<file path="config.mk">
export PLATFORM = sky130hd
export DESIGN_NAME = base64_decoder_with_validation_unit
export DESIGN_NICKNAME = d
export VERILOG_FILES = /design/src/hw/rtl/b64v_pkg.sv /design/src/hw/rtl/base64_decoder_with_validation_unit.sv
export SDC_FILE = /design/constraint.sdc
export NUM_CORES = 1
export LEC_CHECK = 0
export BUFFER_PORTS_ARGS = -buffer_cell sky130_fd_sc_hd__buf_4
export CAP_MARGIN = 30
export CORE_MARGIN = 1.5
export CORE_UTILIZATION = 56
export CTS_CLUSTER_DIAMETER = 200
export DETAILED_ROUTE_END_ITERATION = 16
export PLACE_DENSITY = 0.78
export SYNTH_ARGS = -nofsm -noshare
export SYNTH_HDL_FRONTEND = slang
export SYNTH_SLANG_ARGS = --single-unit
</file>
<file path="constraint.sdc">
create_clock -name clk -period 6.7 [get_ports clk]
set_input_delay 1.005 -clock clk [delete_from_list [all_inputs] [get_ports clk]]
set_output_delay 1.005 -clock clk [all_outputs]
set_load 0.005 [all_outputs]
</file>
<file path="src/hw/rtl/b64v_pkg.sv">
// ----------------------------------------------------------------------------
// b64v_pkg
// Shared types, character codes and the symbol lookup for the base64 decoder.
// ----------------------------------------------------------------------------
`default_nettype none

package b64v_pkg;

	localparam int unsigned MaxCharsDefault = 65535;

	localparam logic [7:0] CharLf  = 8'h0A;
	localparam logic [7:0] CharCr  = 8'h0D;
	localparam logic [7:0] CharPad = 8'h3D;

	// symbol lookup results: 0..63 data, plus two marks
	localparam logic [6:0] CodePad = 7'd64;
	localparam logic [6:0] CodeBad = 7'd127;
	localparam logic [5:0] SymMask = 6'h3F;

	localparam logic [19:0] RoundUp = 20'd7;

	typedef enum logic [1:0] {
		ST_OK      = 2'd0,
		ST_INVALID = 2'd1,
		ST_SMALL   = 2'd2
	} status_t;

	typedef enum logic {
		KIND_DATA   = 1'b0,
		KIND_STATUS = 1'b1
	} kind_t;

	function automatic logic [6:0] sym_code(input logic [7:0] c);
		logic [6:0] code;
		code = CodeBad;
		priority if (c >= 8'h41 && c <= 8'h5A) begin
			code = 7'(c - 8'h41);
		end else if (c >= 8'h61 && c <= 8'h7A) begin
			code = 7'(c - 8'h61 + 8'd26);
		end else if (c >= 8'h30 && c <= 8'h39) begin
			code = 7'(c - 8'h30 + 8'd52);
		end else if (c == 8'h2B) begin
			code = 7'd62;
		end else if (c == 8'h2F) begin
			code = 7'd63;
		end else if (c == CharPad) begin
			code = CodePad;
		end else begin
			code = CodeBad;
		end
		return code;
	endfunction

endpackage

`default_nettype wire

</file>
<file path="src/hw/rtl/base64_decoder_with_validation_unit.sv">
// ----------------------------------------------------------------------------
// base64_decoder_with_validation_unit
// Streaming base64 decoder: one character in, decoded bytes and an
// end-of-message status item out, with line-break skipping and validation.
// ----------------------------------------------------------------------------
//  channel  | direction | payload
//  ---------+-----------+------------------------------------------------------
//  s_*      | in        | tdata: in_char[7:0]; tlast: last
//  m_*      | out       | tdata: data_byte, status, byte_count; tuser: kind;
//           |           | tlast: last_result
//  cfg_*    | in        | cfg_wdata: output_capacity, written when cfg_wen
//
// A character is registered into the input stage, then decoded
// combinationally into the registered result buffer; results leave one per
// cycle while the output is ready. A character that gives several results
// holds the input stage until the single output port takes the last result
// in the buffer. Reset clears all message state and sets the capacity to
// 65535. A stalled output keeps the buffer full and back-pressures the
// input after one more character.
// ----------------------------------------------------------------------------
`default_nettype none

module base64_decoder_with_validation_unit
	import b64v_pkg::*;
#(
	parameter int unsigned MAX_CHARS = MaxCharsDefault
) (
	input  wire logic        clk,
	input  wire logic        arst_n,
	// input characters
	input  wire logic        s_tvalid,
	output logic             s_tready,
	input  wire logic [7:0]  s_tdata,   // [7:0] in_char
	input  wire logic        s_tlast,   // last
	// results
	output logic             m_tvalid,
	input  wire logic        m_tready,
	output logic [31:0]      m_tdata,   // [7:0] data_byte, [9:8] status,
	                                    // [25:10] byte_count, [31:26] zero
	output logic             m_tuser,   // kind
	output logic             m_tlast,   // last_result
	// configuration
	input  wire logic        cfg_wen,
	input  wire logic [15:0] cfg_wdata
);

	localparam logic [15:0] SymLimit =
		(MAX_CHARS < 65535) ? 16'(MAX_CHARS) : 16'hFFFF;

	// configuration
	logic [15:0] capacity_q;

	// input stage
	logic        valid_s1;
	logic [7:0]  char_s1;
	logic        last_s1;

	// message state
	logic [23:0] acc_q;
	logic [1:0]  gpos_q;
	logic [1:0]  pad_q;
	logic [15:0] sym_q;
	logic [15:0] dec_q;
	logic        pcr_q;
	logic        err_q;

	// result buffer
	logic [7:0]  byte_q [3];
	logic [1:0]  nb_q;
	status_t     status_q;
	logic [15:0] count_q;
	logic [1:0]  ptr_q;
	logic [2:0]  rem_q;

	// decode results
	logic [23:0] acc_d;
	logic [1:0]  gpos_d;
	logic [1:0]  pad_d;
	logic [15:0] sym_d;
	logic [15:0] dec_d;
	logic        pcr_d;
	logic        err_d;
	logic [1:0]  nb_d;
	logic        skip;
	logic [6:0]  code;
	logic [16:0] dec_sum;
	logic [19:0] bound;
	status_t     status_d;
	logic [15:0] count_d;

	logic        s_accept;
	logic        m_accept;
	logic        buf_free;
	logic        advance;

	assign m_accept = m_tvalid && m_tready;
	assign buf_free = (rem_q == 3'd0) || ((rem_q == 3'd1) && m_tready);
	assign advance  = valid_s1 && buf_free;
	assign s_tready = !valid_s1 || advance;
	assign s_accept = s_tvalid && s_tready;

	always_comb begin
		acc_d    = acc_q;
		gpos_d   = gpos_q;
		pad_d    = pad_q;
		sym_d    = sym_q;
		dec_d    = dec_q;
		pcr_d    = pcr_q;
		err_d    = err_q;
		nb_d     = 2'd0;
		skip     = 1'b0;
		code     = sym_code(char_s1);
		dec_sum  = 17'd0;
		bound    = 20'd0;
		status_d = ST_OK;
		count_d  = 16'd0;

		if (!err_q) begin
			if (pcr_q) begin
				pcr_d = 1'b0;
				if (char_s1 == CharLf) begin
					skip = 1'b1;
				end else begin
					err_d = 1'b1;
				end
			end
			if (!err_d && !skip) begin
				priority if (char_s1 == CharLf) begin
					// lone LF dropped
				end else if (char_s1 == CharCr) begin
					if (last_s1) begin
						err_d = 1'b1;
					end else begin
						pcr_d = 1'b1;
					end
				end else begin
					priority if (code == CodeBad) begin
						err_d = 1'b1;
					end else if (code == CodePad) begin
						if (pad_q >= 2'd2) begin
							err_d = 1'b1;
						end else begin
							pad_d = pad_q + 2'd1;
						end
					end else if (pad_q != 2'd0) begin
						err_d = 1'b1;
					end else begin
						pad_d = pad_q;
					end
					if (!err_d) begin
						acc_d = {acc_q[17:0], code[5:0] & SymMask};
						if (sym_q < SymLimit) begin
							sym_d = sym_q + 16'd1;
						end
						if (gpos_q == 2'd3) begin
							gpos_d  = 2'd0;
							nb_d    = 2'd3 - pad_d;
							dec_sum = {1'b0, dec_q} + {15'd0, nb_d};
							dec_d   = dec_sum[16] ? 16'hFFFF : dec_sum[15:0];
						end else begin
							gpos_d = gpos_q + 2'd1;
						end
					end
				end
			end
		end

		bound = ({4'd0, sym_d} * 20'd6 + RoundUp) >> 3;
		if (err_d) begin
			status_d = ST_INVALID;
			count_d  = dec_d;
		end else if (sym_d == 16'd0) begin
			status_d = ST_OK;
			count_d  = 16'd0;
		end else begin
			status_d = (bound > {4'd0, capacity_q}) ? ST_SMALL : ST_OK;
			count_d  = dec_d;
		end
	end

	always_ff @(posedge clk or negedge arst_n) begin
		if (!arst_n) begin
			capacity_q <= 16'hFFFF;
		end else if (cfg_wen) begin
			capacity_q <= cfg_wdata;
		end
	end

	always_ff @(posedge clk or negedge arst_n) begin
		if (!arst_n) begin
			valid_s1 <= 1'b0;
		end else if (s_accept) begin
			valid_s1 <= 1'b1;
		end else if (advance) begin
			valid_s1 <= 1'b0;
		end
	end

	always_ff @(posedge clk) begin
		if (s_accept) begin
			char_s1 <= s_tdata;
			last_s1 <= s_tlast;
		end
	end

	always_ff @(posedge clk or negedge arst_n) begin
		if (!arst_n) begin
			acc_q  <= '0;
			gpos_q <= '0;
			pad_q  <= '0;
			sym_q  <= '0;
			dec_q  <= '0;
			pcr_q  <= 1'b0;
			err_q  <= 1'b0;
		end else if (advance) begin
			if (last_s1) begin
				acc_q  <= '0;
				gpos_q <= '0;
				pad_q  <= '0;
				sym_q  <= '0;
				dec_q  <= '0;
				pcr_q  <= 1'b0;
				err_q  <= 1'b0;
			end else begin
				acc_q  <= acc_d;
				gpos_q <= gpos_d;
				pad_q  <= pad_d;
				sym_q  <= sym_d;
				dec_q  <= dec_d;
				pcr_q  <= pcr_d;
				err_q  <= err_d;
			end
		end
	end

	always_ff @(posedge clk or negedge arst_n) begin
		if (!arst_n) begin
			rem_q <= 3'd0;
			ptr_q <= 2'd0;
		end else if (advance) begin
			rem_q <= {1'b0, nb_d} + {2'd0, last_s1};
			ptr_q <= 2'd0;
		end else if (m_accept) begin
			rem_q <= rem_q - 3'd1;
			ptr_q <= ptr_q + 2'd1;
		end
	end

	always_ff @(posedge clk) begin
		if (advance) begin
			byte_q[0] <= acc_d[23:16];
			byte_q[1] <= acc_d[15:8];
			byte_q[2] <= acc_d[7:0];
			nb_q      <= nb_d;
			status_q  <= status_d;
			count_q   <= count_d;
		end
	end

	// bytes come first, the status item (if any) after them
	always_comb begin
		m_tvalid = (rem_q != 3'd0);
		m_tdata  = '0;
		m_tuser  = KIND_DATA;
		m_tlast  = 1'b0;
		if (ptr_q < nb_q) begin
			unique case (ptr_q)
				2'd0:    m_tdata[7:0] = byte_q[0];
				2'd1:    m_tdata[7:0] = byte_q[1];
				default: m_tdata[7:0] = byte_q[2];
			endcase
		end else begin
			m_tuser        = KIND_STATUS;
			m_tlast        = 1'b1;
			m_tdata[9:8]   = status_q;
			m_tdata[25:10] = count_q;
		end
	end

endmodule

`default_nettype wire

</file>
==> flow_metrics.tcl, run 1 <==
set metrics [dict create \
    ys_types 95 \
    fillers 1160 \
    clock_latency_ps 430 \
    wire_per_inst_um 17.5 \
    grt_max_degree 75 \
    clk_pin_slew_ps 60 \
    grt_setup_unrepaired "yes" \
    cts.sinks 137 \
    p_sw_share_pct 40.9 \
    syn_inst 1051 \
    critPathArrivalTime_ps 6820 \
    peakVddDrop_v 0.000292 \
    die_h_um 133 \
    grt_remaining_overflow 0 \
    total_leakage_power_uw 0.00545 \
    ys_seq_area_share_pct 39.1 \
    initial_utilization_pct 57.3 \
    antenna_cells 0 \
    p_switching_uw 1900 \
    fin_crit_sh_pct 99.1 \
    cts_tree "built" \
    antenna_found_initial 0 \
    track_usage_pct 27.6 \
    placed_area_um2 10800 \
    multi_input_comb_area_um2 5880 \
    relSlewSlack_pct 41.2 \
    final_cell_area_um2 12100 \
    place_ws_ps -232 \
    p_int_uw 2740 \
    crit_type "reg2reg" \
    io_pins 66 \
    async_flop_share_pct 61.3 \
    drive_gt1_share_pct 29.2 \
    initialDrtViolationCount 594 \
    ys_ff_latch 137 \
    first_pass_iters 5 \
    finalSetupViolCount 0 \
    skew_ps 7.83 \
    core_area_um2 16600 \
    synth_edf_count 53 \
    critPathMaxFanout 6 \
    synth_warnings 0 \
    clock.fmax_mhz 151 \
    critPathMaxStageDelay_ps 510 \
    grt_pass1_vias 8139 \
    ant_nets 0 \
    ys.flop_type "dfrtp_1" \
    grt_pass1_wl_mm 39.4 \
    finalNetCount 1306 \
    clock_power_share_pct 20.2 \
    dpl.cell_count 1389 \
    stdcell_count 1443 \
    final_util_pct 73.2 \
    power_frac_comb_pct 51.8 \
    num_vias 8450 \
    viasPerCell 5.86 \
    power_frac_seq_pct 28.0 \
    critPathLaunchType "flop" \
    crit_required_ps 6880 \
    slowest_stage "or4_1" \
    tightest_slew_ps 882 \
    portBuffers 59 \
    period_minus_slack_ps 6640 \
    worstHoldPathType "in2async" \
    netlist_area_um2 9500 \
    numCtsBuffers 17 \
    drc 0 \
    drv_cap 0 \
    routed_wl_mm 25.2 \
    status "finished, final reports clean" \
    htree_levels 4 \
    fin_ws_ps 61.9 \
    floorplan.rows 47 \
    hold_viol_final 0 \
    area_growth_pct 27.8 \
    root_buffer "clkbuf_16" \
    slew_viol_final 0 \
    register_area_um2 3710 \
    gp_congestion 0.909 \
    powerDensity_nw_per_um2 382 \
    dieWidth_um 133 \
    place_hpwl_mm 16.5 \
    crit_path_end_kind "flop" \
    cts.path.max_buffers 2 \
    totalPowerFinal_uw 4640 \
    syn_area_per_cell_um2 9.04 \
    die_area_um2 17800 \
]
==> kinds of logic (layout without fill, tap and decap cells) <==
kind of cell / count (synthesis) / count (layout) / share of synthesized area [%]
xor+xnor: 55 / 55 / 5.23
fa+ha+maj: 66 / 66 / 8.77
other cells: 1 / 6 / 0.0395
buf+inv: 118 / 285 / 5.15
compound gates: 283 / 283 / 20.4
mux: 12 / 12 / 1.32
flops: 137 / 137 / 39.1
simple gates: 379 / 379 / 20.1
==> cell usage in the layout (no fill, tap or decap), types with 12 or more instances in the layout <==
cell and instances:
a21oi_1 59, a22o_1 26, and2_1 23, and3_1 17, buf_4 186, clkbuf_16 17, dfrtp_1 68, dfstp_2 16
edfxtp_1 53, ha_1 54, inv_1 55, nand2_1 164, nand3_1 24, nor2_1 45, o21a_1 12, o21ai_0 59
o22a_1 12, xnor2_1 26, xor2_1 12
==> area by class of cell <==
| cell class | count | area share, % |
|---|---|---|
| multi-input combinational | 801 | 48.4 |
| clock buffer | 19 | 3.56 |
| tap | 220 | 2.27 |
| sequential | 137 | 30.6 |
| clock inverter | 13 | 1.18 |
| timing repair buffer | 191 | 12.1 |
| inverter | 62 | 1.92 |
==> per-stage QoR <==
stage / setup TNS (ps) / hold slack [ps]
global placement: -70.9 / 488
global route: -238 / 408
floorplan: 0 / 471
finish: 0 / 406
CTS: 0 / 408
detailed placement: -232 / 491
==> power by group through the flow <==
stage	registers (µW)	logic, µW	clock network [µW]
final	1300	2400	937
after global routing	1320	2600	976
after CTS	1290	2180	942
after detailed placement	1300	2090	0
after global placement	1290	2030	0
after floorplan	1260	1360	0
==> registers in the layout, indices dropped and copies added, names as in the netlist, 2 cells and up <==
register and cells:
rem_q 3, nb_q 2, pad_q 2, status_q 2
char_s1 8, count_q 16, sym_q 16, dec_q 16
acc_q 24, byte_q 24, gpos_q 2, ptr_q 2
capacity_q 16
==> layer usage <==
layer  up-vias  global-route usage (%)  wire [µm]
met5         -                       0          0
met4         0                    9.48        621
met3        53                    4.45       1030
met2       241                    49.4      12900
met1      4088                    33.9      10700
li1       4068                       -          -
==> worst max-delay path: cells and delay by family, from the launching register on <==
| kind | cells | cell delay, ps |
|---|---|---|
| flops | 1 | 470 |
| simple gates | 10 | 1840 |
| mux | 1 | 280 |
| buf+inv | 4 | 510 |
| xor+xnor | 2 | 310 |
| fa+ha+maj | 3 | 860 |
| compound gates | 12 | 2110 |
==> cell usage after synthesis (4+ instances only) <==
cell type	count	area share [%]
nand2_1	168	6.6
a21oi_1	70	3.7
dfrtp_1	68	18
o21ai_0	68	3.6
ha_1	65	8.6
inv_1	62	2.4
edfxtp_1	53	17
nor2_1	48	1.9
clkbuf_1	38	1.5
xnor2_1	36	3.3
a22o_1	26	2.4
nand3_1	26	1.4
and2_1	23	1.5
and3_1	20	1.3
xor2_1	17	1.6
dfstp_2	16	4.4
o21a_1	13	1.0
o22a_1	12	1.1
a31oi_1	11	0.72
nand2b_1	11	0.72
nor2b_1	11	0.72
nor3_1	11	0.58
a21o_1	9	0.71
nand4_1	9	0.59
a22oi_1	8	0.63
buf_4	8	0.63
mux2i_1	8	0.84
buf_2	7	0.37
o31ai_1	7	0.55
or2_2	7	0.46
or3_1	6	0.39
a211o_1	5	0.46
nand3b_1	5	0.39
o22ai_1	5	0.33
a211oi_1	4	0.32
mux2_2	4	0.47
nor3b_1	4	0.32
nor4_1	4	0.26
==> timing repair <==
action	CTS	global route
hold buffers	0	0
endpoints found under the setup margin	1	1
cloned	0	0
setup buffers	4	17
pin swaps	7	41
gates resized for setup	22	92
==> path summary, 6_finish.rpt <==
kind	start	cells after the start	slack, ps	endpoint
max	char_s1[3]$_DFFE_PP_	32	60	status_q[1]$_SDFFCE_PP0P_
min	arst_n	1	410	acc_q[18]$_DFFE_PN0P_
max reg2reg	char_s1[3]$_DFFE_PP_	32	60	status_q[1]$_SDFFCE_PP0P_
min reg2reg	acc_q[21]$_DFFE_PN0P_	1	510	acc_q[21]$_DFFE_PN0P_
max in group asynchronous	arst_n	3	5480	capacity_q[13]$_DFFE_PN1P_
min in group clk	acc_q[21]$_DFFE_PN0P_	1	510	acc_q[21]$_DFFE_PN0P_
No activity file was read; power rests on OpenSTA's default activity.
==> run 2: changes to the inputs <==
--- a/config.mk
+++ b/config.mk
@@ -8,10 +8,9 @@
 export BUFFER_PORTS_ARGS = -buffer_cell sky130_fd_sc_hd__buf_4
 export CAP_MARGIN = 30
 export CORE_MARGIN = 1.5
-export CORE_UTILIZATION = 56
+export CORE_UTILIZATION = 30
 export CTS_CLUSTER_DIAMETER = 200
 export DETAILED_ROUTE_END_ITERATION = 16
-export PLACE_DENSITY = 0.78
 export SYNTH_ARGS = -nofsm -noshare
 export SYNTH_HDL_FRONTEND = slang
 export SYNTH_SLANG_ARGS = --single-unit
==> run 2 against run 1 <==
Core utilization down 33 points. Maximum frequency rose by 2.0%. Setup slack improved by 130 ps. Register-to-register slack better by 130 ps. First-iteration DRC count down 27%. Clock power grew 7%. Final area is 2.8% higher. Hold slack better by 72 ps. Power up 1.0%. Highest routed layer unchanged.
==> flow_metrics.tcl, run 2 (synthesis gave the netlist of run 1 again) <==
set metrics [dict create \
    status "finished, final reports clean" \
    tightest_slew_ps 924 \
    p_int_uw 2780 \
    slew_viol_final 0 \
    routed_wl_mm 25.5 \
    largestRegisters "acc_q (24), byte_q (24)" \
    grt_pass1_vias 8345 \
    numCtsBuffers 17 \
    grt_setup_unrepaired "yes" \
    num_vias 8261 \
    relSlewSlack_pct 38.4 \
    layout_commonest_cell "buf_4" \
    htree_levels 4 \
    die_area_um2 32800 \
    p_switching_uw 1900 \
    antenna_cells 0 \
    totalPowerFinal_uw 4680 \
    fin_ws_ps 193 \
    finalSetupViolCount 0 \
    critPathMaxFanout 5 \
    critPathMaxStageDelay_ps 580 \
    cts.path.max_buffers 2 \
    clock.fmax_mhz 154 \
    fin_crit_sh_pct 97.1 \
    first_pass_iters 5 \
    track_usage_pct 15.6 \
    critPathArrivalTime_ps 6680 \
    dpl.cell_count 1558 \
    crit_top_cell "o21a_1" \
    slowest_stage "or4_1" \
    die_h_um 181 \
    cpLargestDelayFamily "compound AO/OA/AOI/OAI gates" \
    hold_viol_final 0 \
    finalSetupTns_ps 0 \
    cp.depth 33 \
    path_buf_inv 2 \
    gp_congestion 0.919 \
    crit_required_ps 6880 \
    placed_area_um2 11000 \
    skew_ps 10.7 \
    viasPerCell 5.13 \
    drive_gt1_share_pct 29.9 \
    io_pins 66 \
    drv_cap 0 \
    cts.sinks 137 \
    cts_tree "built" \
    clock_latency_ps 430 \
    crit_type "reg2reg" \
    clk_pin_slew_ps 60 \
    power_frac_seq_pct 27.6 \
    period_minus_slack_ps 6510 \
    initialDrtViolationCount 431 \
    peakVddDrop_v 0.000177 \
    critPathLaunchType "flop" \
    area_growth_pct 31.4 \
    initial_utilization_pct 30.7 \
    fillers 3059 \
    portBuffers 59 \
    drc 0 \
    dieWidth_um 181 \
    stdcell_count 1611 \
    final_cell_area_um2 12500 \
    place_ws_ps -120 \
    core_area_um2 30900 \
    ant_nets 0 \
    grt_max_degree 61 \
    p_sw_share_pct 40.6 \
    grt_pass1_wl_mm 41.6 \
    r2r_cells 33 \
    total_leakage_power_uw 0.00541 \
    floorplan.rows 64 \
    grt_remaining_overflow 0 \
    root_buffer "clkbuf_16" \
    worstHoldPathType "in2async" \
    finalNetCount 1298 \
    powerDensity_nw_per_um2 375 \
    place_hpwl_mm 17.4 \
    crit_path_end_kind "flop" \
    clock_power_share_pct 21.4 \
    layout_common_cells "179 x buf_4, 166 x nand2_1, 68 x dfrtp_1" \
    power_frac_comb_pct 51.0 \
    antenna_found_initial 0 \
    wire_per_inst_um 15.9 \
]
[run 2: changes by cell type in the layout (fill, tap and decap cells not counted), moves of 3 or more]
cell     change
buf_4        -7
nor3b_2      -3
ha_4         +6
nor3b_1      +3
ha_1         -5
[run 2: routing by layer]
metal / up-vias / global-route usage (%) / wire length [µm]
li1: 4032 / - / -
met3: 43 / 2.74 / 816
met4: 0 / 5.67 / 569
met2: 165 / 26.6 / 12500
met1: 4021 / 19.7 / 11600
met5: - / 0 / 0
[run 2: worst register-to-register path, delay by kind of cell (launching register included)]
family / cells / cell delay (ps)
compound gates: 17 / 2540
xor+xnor: 3 / 540
fa+ha+maj: 3 / 830
buf+inv: 2 / 310
flops: 1 / 470
simple gates: 8 / 1560
[run 2: repair_timing]
action,CTS,global route
setup endpoints to repair,1,1
hold buffers,0,0
setup buffers,7,18
pin swaps,21,56
gates resized for setup,33,105
[run 2: power by group through the flow]
| stage | registers, µW | clock network, µW | logic, µW |
|---|---|---|---|
| 2_1_floorplan | 1260 | 0 | 1360 |
| 3_3_place_gp | 1300 | 0 | 2130 |
| 3_5_place_dp | 1300 | 0 | 2150 |
| 4_1_cts | 1290 | 1020 | 2240 |
| 5_1_grt | 1320 | 1050 | 2640 |
| 6_report | 1290 | 1000 | 2390 |
[run 2: final cells by class]
| class | instances | area, µm² | area share [%] |
|---|---|---|---|
| Tap cell | 396 | 495 | 3.97 |
| Clock inverter | 13 | 184 | 1.47 |
| Sequential cell | 137 | 3710 | 29.7 |
| Clock buffer | 19 | 433 | 3.47 |
| Inverter | 62 | 235 | 1.88 |
| Multi-Input combinational cell | 801 | 6040 | 48.3 |
| Timing Repair Buffer | 183 | 1390 | 11.1 |
[run 2: worst paths after layout]
check | from | to | slack (ps)
worst min-delay path | arst_n | rem_q[2]$_DFFE_PN0P_ | 480
min in group clk | acc_q[19]$_DFFE_PN0P_ | acc_q[19]$_DFFE_PN0P_ | 500
worst min register to register | acc_q[19]$_DFFE_PN0P_ | acc_q[19]$_DFFE_PN0P_ | 500
max in group asynchronous | arst_n | dec_q[6]$_DFFE_PN0P_ | 5070
worst max-delay path | char_s1[3]$_DFFE_PP_ | status_q[1]$_SDFFCE_PP0P_ | 190
worst max register to register | char_s1[3]$_DFFE_PP_ | status_q[1]$_SDFFCE_PP0P_ | 190
[run 2: through the flow]
step | util (%) | hold slack (ps)
after floorplan | - | 471
after global placement | 35.5 | 488
after detailed placement | 35.5 | 492
after CTS | 38.3 | 480
after global routing | 40.4 | 495
final | 40.4 | 479
==> run 3: changes to the inputs <==
--- a/config.mk
+++ b/config.mk
@@ -7,10 +7,12 @@
 export LEC_CHECK = 0
 export BUFFER_PORTS_ARGS = -buffer_cell sky130_fd_sc_hd__buf_4
 export CAP_MARGIN = 30
+export CORE_ASPECT_RATIO = 0.9
 export CORE_MARGIN = 1.5
-export CORE_UTILIZATION = 30
+export CORE_UTILIZATION = 56
 export CTS_CLUSTER_DIAMETER = 200
 export DETAILED_ROUTE_END_ITERATION = 16
+export PLACE_DENSITY = 0.78
 export SYNTH_ARGS = -nofsm -noshare
 export SYNTH_HDL_FRONTEND = slang
 export SYNTH_SLANG_ARGS = --single-unit
==> run 3 against run 2 <==
Setup slack worse by 140 ps. Critical path type unchanged. Largest cell class unchanged. First-iteration DRC count up 22%. Core utilization up 30 points.
==> flow_metrics.tcl, run 3 (synthesis gave the netlist of run 1 again) <==
set metrics [dict create \
    r2r_setup_slack_ps 60 \
    status "finished, final reports clean" \
    crit_required_ps 6870 \
    dpl.cell_count 1342 \
    largestRegisters "acc_q (24), byte_q (24)" \
    critPathMaxFanout 7 \
    critPathMaxStageDelay_ps 480 \
    placed_area_um2 10600 \
    grt_setup_unrepaired "yes" \
    dieWidth_um 140 \
    wl_met2_mm 11.5 \
    fillers 1214 \
    grt_pass1_vias 7869 \
    slowest_stage "edfxtp_1" \
    grt_pass1_wl_mm 38.5 \
    slew_viol_final 0 \
    drv_cap 0 \
    die_area_um2 17800 \
    critPathArrivalTime_ps 6810 \
    skew_ps 13.4 \
    initialDrtViolationCount 525 \
    holdBufCountCts 0 \
    cts.path.max_buffers 2 \
    die_h_um 127 \
    finalSetupViolCount 0 \
    clk_pin_slew_ps 70 \
    finalNetCount 1263 \
    tightest_slew_ps 911 \
    ant_nets 0 \
    antenna_cells 0 \
    core_area_um2 16400 \
    area_growth_pct 21.7 \
    layout_commonest_cell "nand2_1" \
    crit_path_end_kind "flop" \
    met1Wirelength_mm 10.6 \
    stdcell_count 1387 \
    total_leakage_power_uw 0.00521 \
    place_hpwl_mm 16.3 \
    antenna_found_initial 0 \
    routed.top_layer "met4" \
    crit_top_cell "o21a_1" \
    dr_wl_met3_mm 1.17 \
    htree_levels 4 \
    critPathLaunchType "flop" \
    grt_max_degree 75 \
    viasPerCell 5.98 \
    cpLargestDelayFamily "compound AO/OA/AOI/OAI gates" \
    critPathCapture "status_q[1]$_SDFFCE_PP0P_" \
    wire_per_inst_um 17.2 \
    fin_crit_sh_pct 99.2 \
    relSlewSlack_pct 39.3 \
    cp.depth 33 \
    clock_latency_ps 430 \
    timing.rr.start "char_s1[3]$_DFFE_PP_" \
    cts.sinks 137 \
    initial_utilization_pct 58.1 \
    portBuffers 59 \
    cts_tree "built" \
    register_area_um2 3710 \
    num_vias 8296 \
    grt_remaining_overflow 0 \
    drive_gt1_share_pct 24.6 \
    powerDensity_nw_per_um2 389 \
    numCtsBuffers 17 \
    first_pass_iters 8 \
    r2r_cells 33 \
    floorplan.rows 44 \
    routed_wl_mm 23.9 \
    worstHoldPathType "reg2reg" \
    holdWs_ps 512 \
    final_cell_area_um2 11600 \
    root_buffer "clkbuf_16" \
    io_pins 66 \
    path_buf_inv 5 \
    crit_start "char_s1[3]$_DFFE_PP_" \
    gp_congestion 0.936 \
    track_usage_pct 27.0 \
    multi_input_comb_area_um2 5610 \
    period_minus_slack_ps 6640 \
    layout_common_cells "165 x nand2_1, 146 x buf_4, 68 x dfrtp_1" \
    clock.fmax_mhz 150 \
    crit_type "reg2reg" \
    r2r_end "status_q[1]$_SDFFCE_PP0P_" \
    drc 0 \
    hold_viol_final 0 \
    peakVddDrop_v 0.000254 \
]
run 3: changes by cell type in the layout (fill, tap and decap cells not counted), sizes merged:
cell      previous run  this run
clkinvlp             1         0
inv                 69        71
buf                183       148
clkinv               2         3
clkbuf              19        17
run 3: layout make-up:
cell class	count	share of cell area [%]
Multi-Input combinational cell	801	48.5
Clock buffer	17	3.68
Tap cell	207	2.24
Inverter	62	2.01
Clock inverter	15	1.76
Sequential cell	137	32.1
Timing Repair Buffer	148	9.70
run 3: timing repair:
item                       4_1_cts  5_1_grt
buffers inserted                 7        6
gates resized for setup         20       47
pin swaps                       10       24
setup endpoints to repair        1        1
run 3: power breakdown:
group	total (µW)	switching (µW)	internal [µW]	leakage (µW)
combinational	2190	1280	912	0.00331
sequential	1290	139	1150	0.00159
clock	1020	415	604	0.000312
total	4500	1830	2670	0.00521
run 3: stage by stage:
step / setup TNS (ps) / total power (µW) / utilization [%] / setup WS [ps]
2_1_floorplan: 0 / 2620 / - / 2.54
3_3_place_gp: -251 / 3260 / 64.4 / -251
3_5_place_dp: -333 / 3320 / 64.5 / -333
4_1_cts: 0 / 4400 / 69.2 / 3.48
5_1_grt: -335 / 4780 / 70.8 / -335
6_report: 0 / 4500 / 70.8 / 55.3
run 3: worst min-delay path by stage:
stage | depth (start not counted) | to | slack (ps) | startpoint
finish | 1 | acc_q[21]$_DFFE_PN0P_ | 510 | acc_q[21]$_DFFE_PN0P_
global route | 1 | acc_q[20]$_DFFE_PN0P_ | 520 | acc_q[20]$_DFFE_PN0P_
CTS | 1 | acc_q[19]$_DFFE_PN0P_ | 510 | acc_q[19]$_DFFE_PN0P_
detailed placement | 1 | acc_q[22]$_DFFE_PN0P_ | 490 | acc_q[22]$_DFFE_PN0P_
global placement | 1 | acc_q[23]$_DFFE_PN0P_ | 490 | acc_q[23]$_DFFE_PN0P_
floorplan | 2 | pad_q[0]$_DFFE_PN0P_ | 470 | pad_q[0]$_DFFE_PN0P_
run 3: layer usage:
| metal | global-route usage (%) | vias up |
|---|---|---|
| li1 | - | 3978 |
| met1 | 36.0 | 4001 |
| met2 | 44.4 | 268 |
| met3 | 4.87 | 49 |
| met4 | 10.0 | 0 |
| met5 | 0 | - |
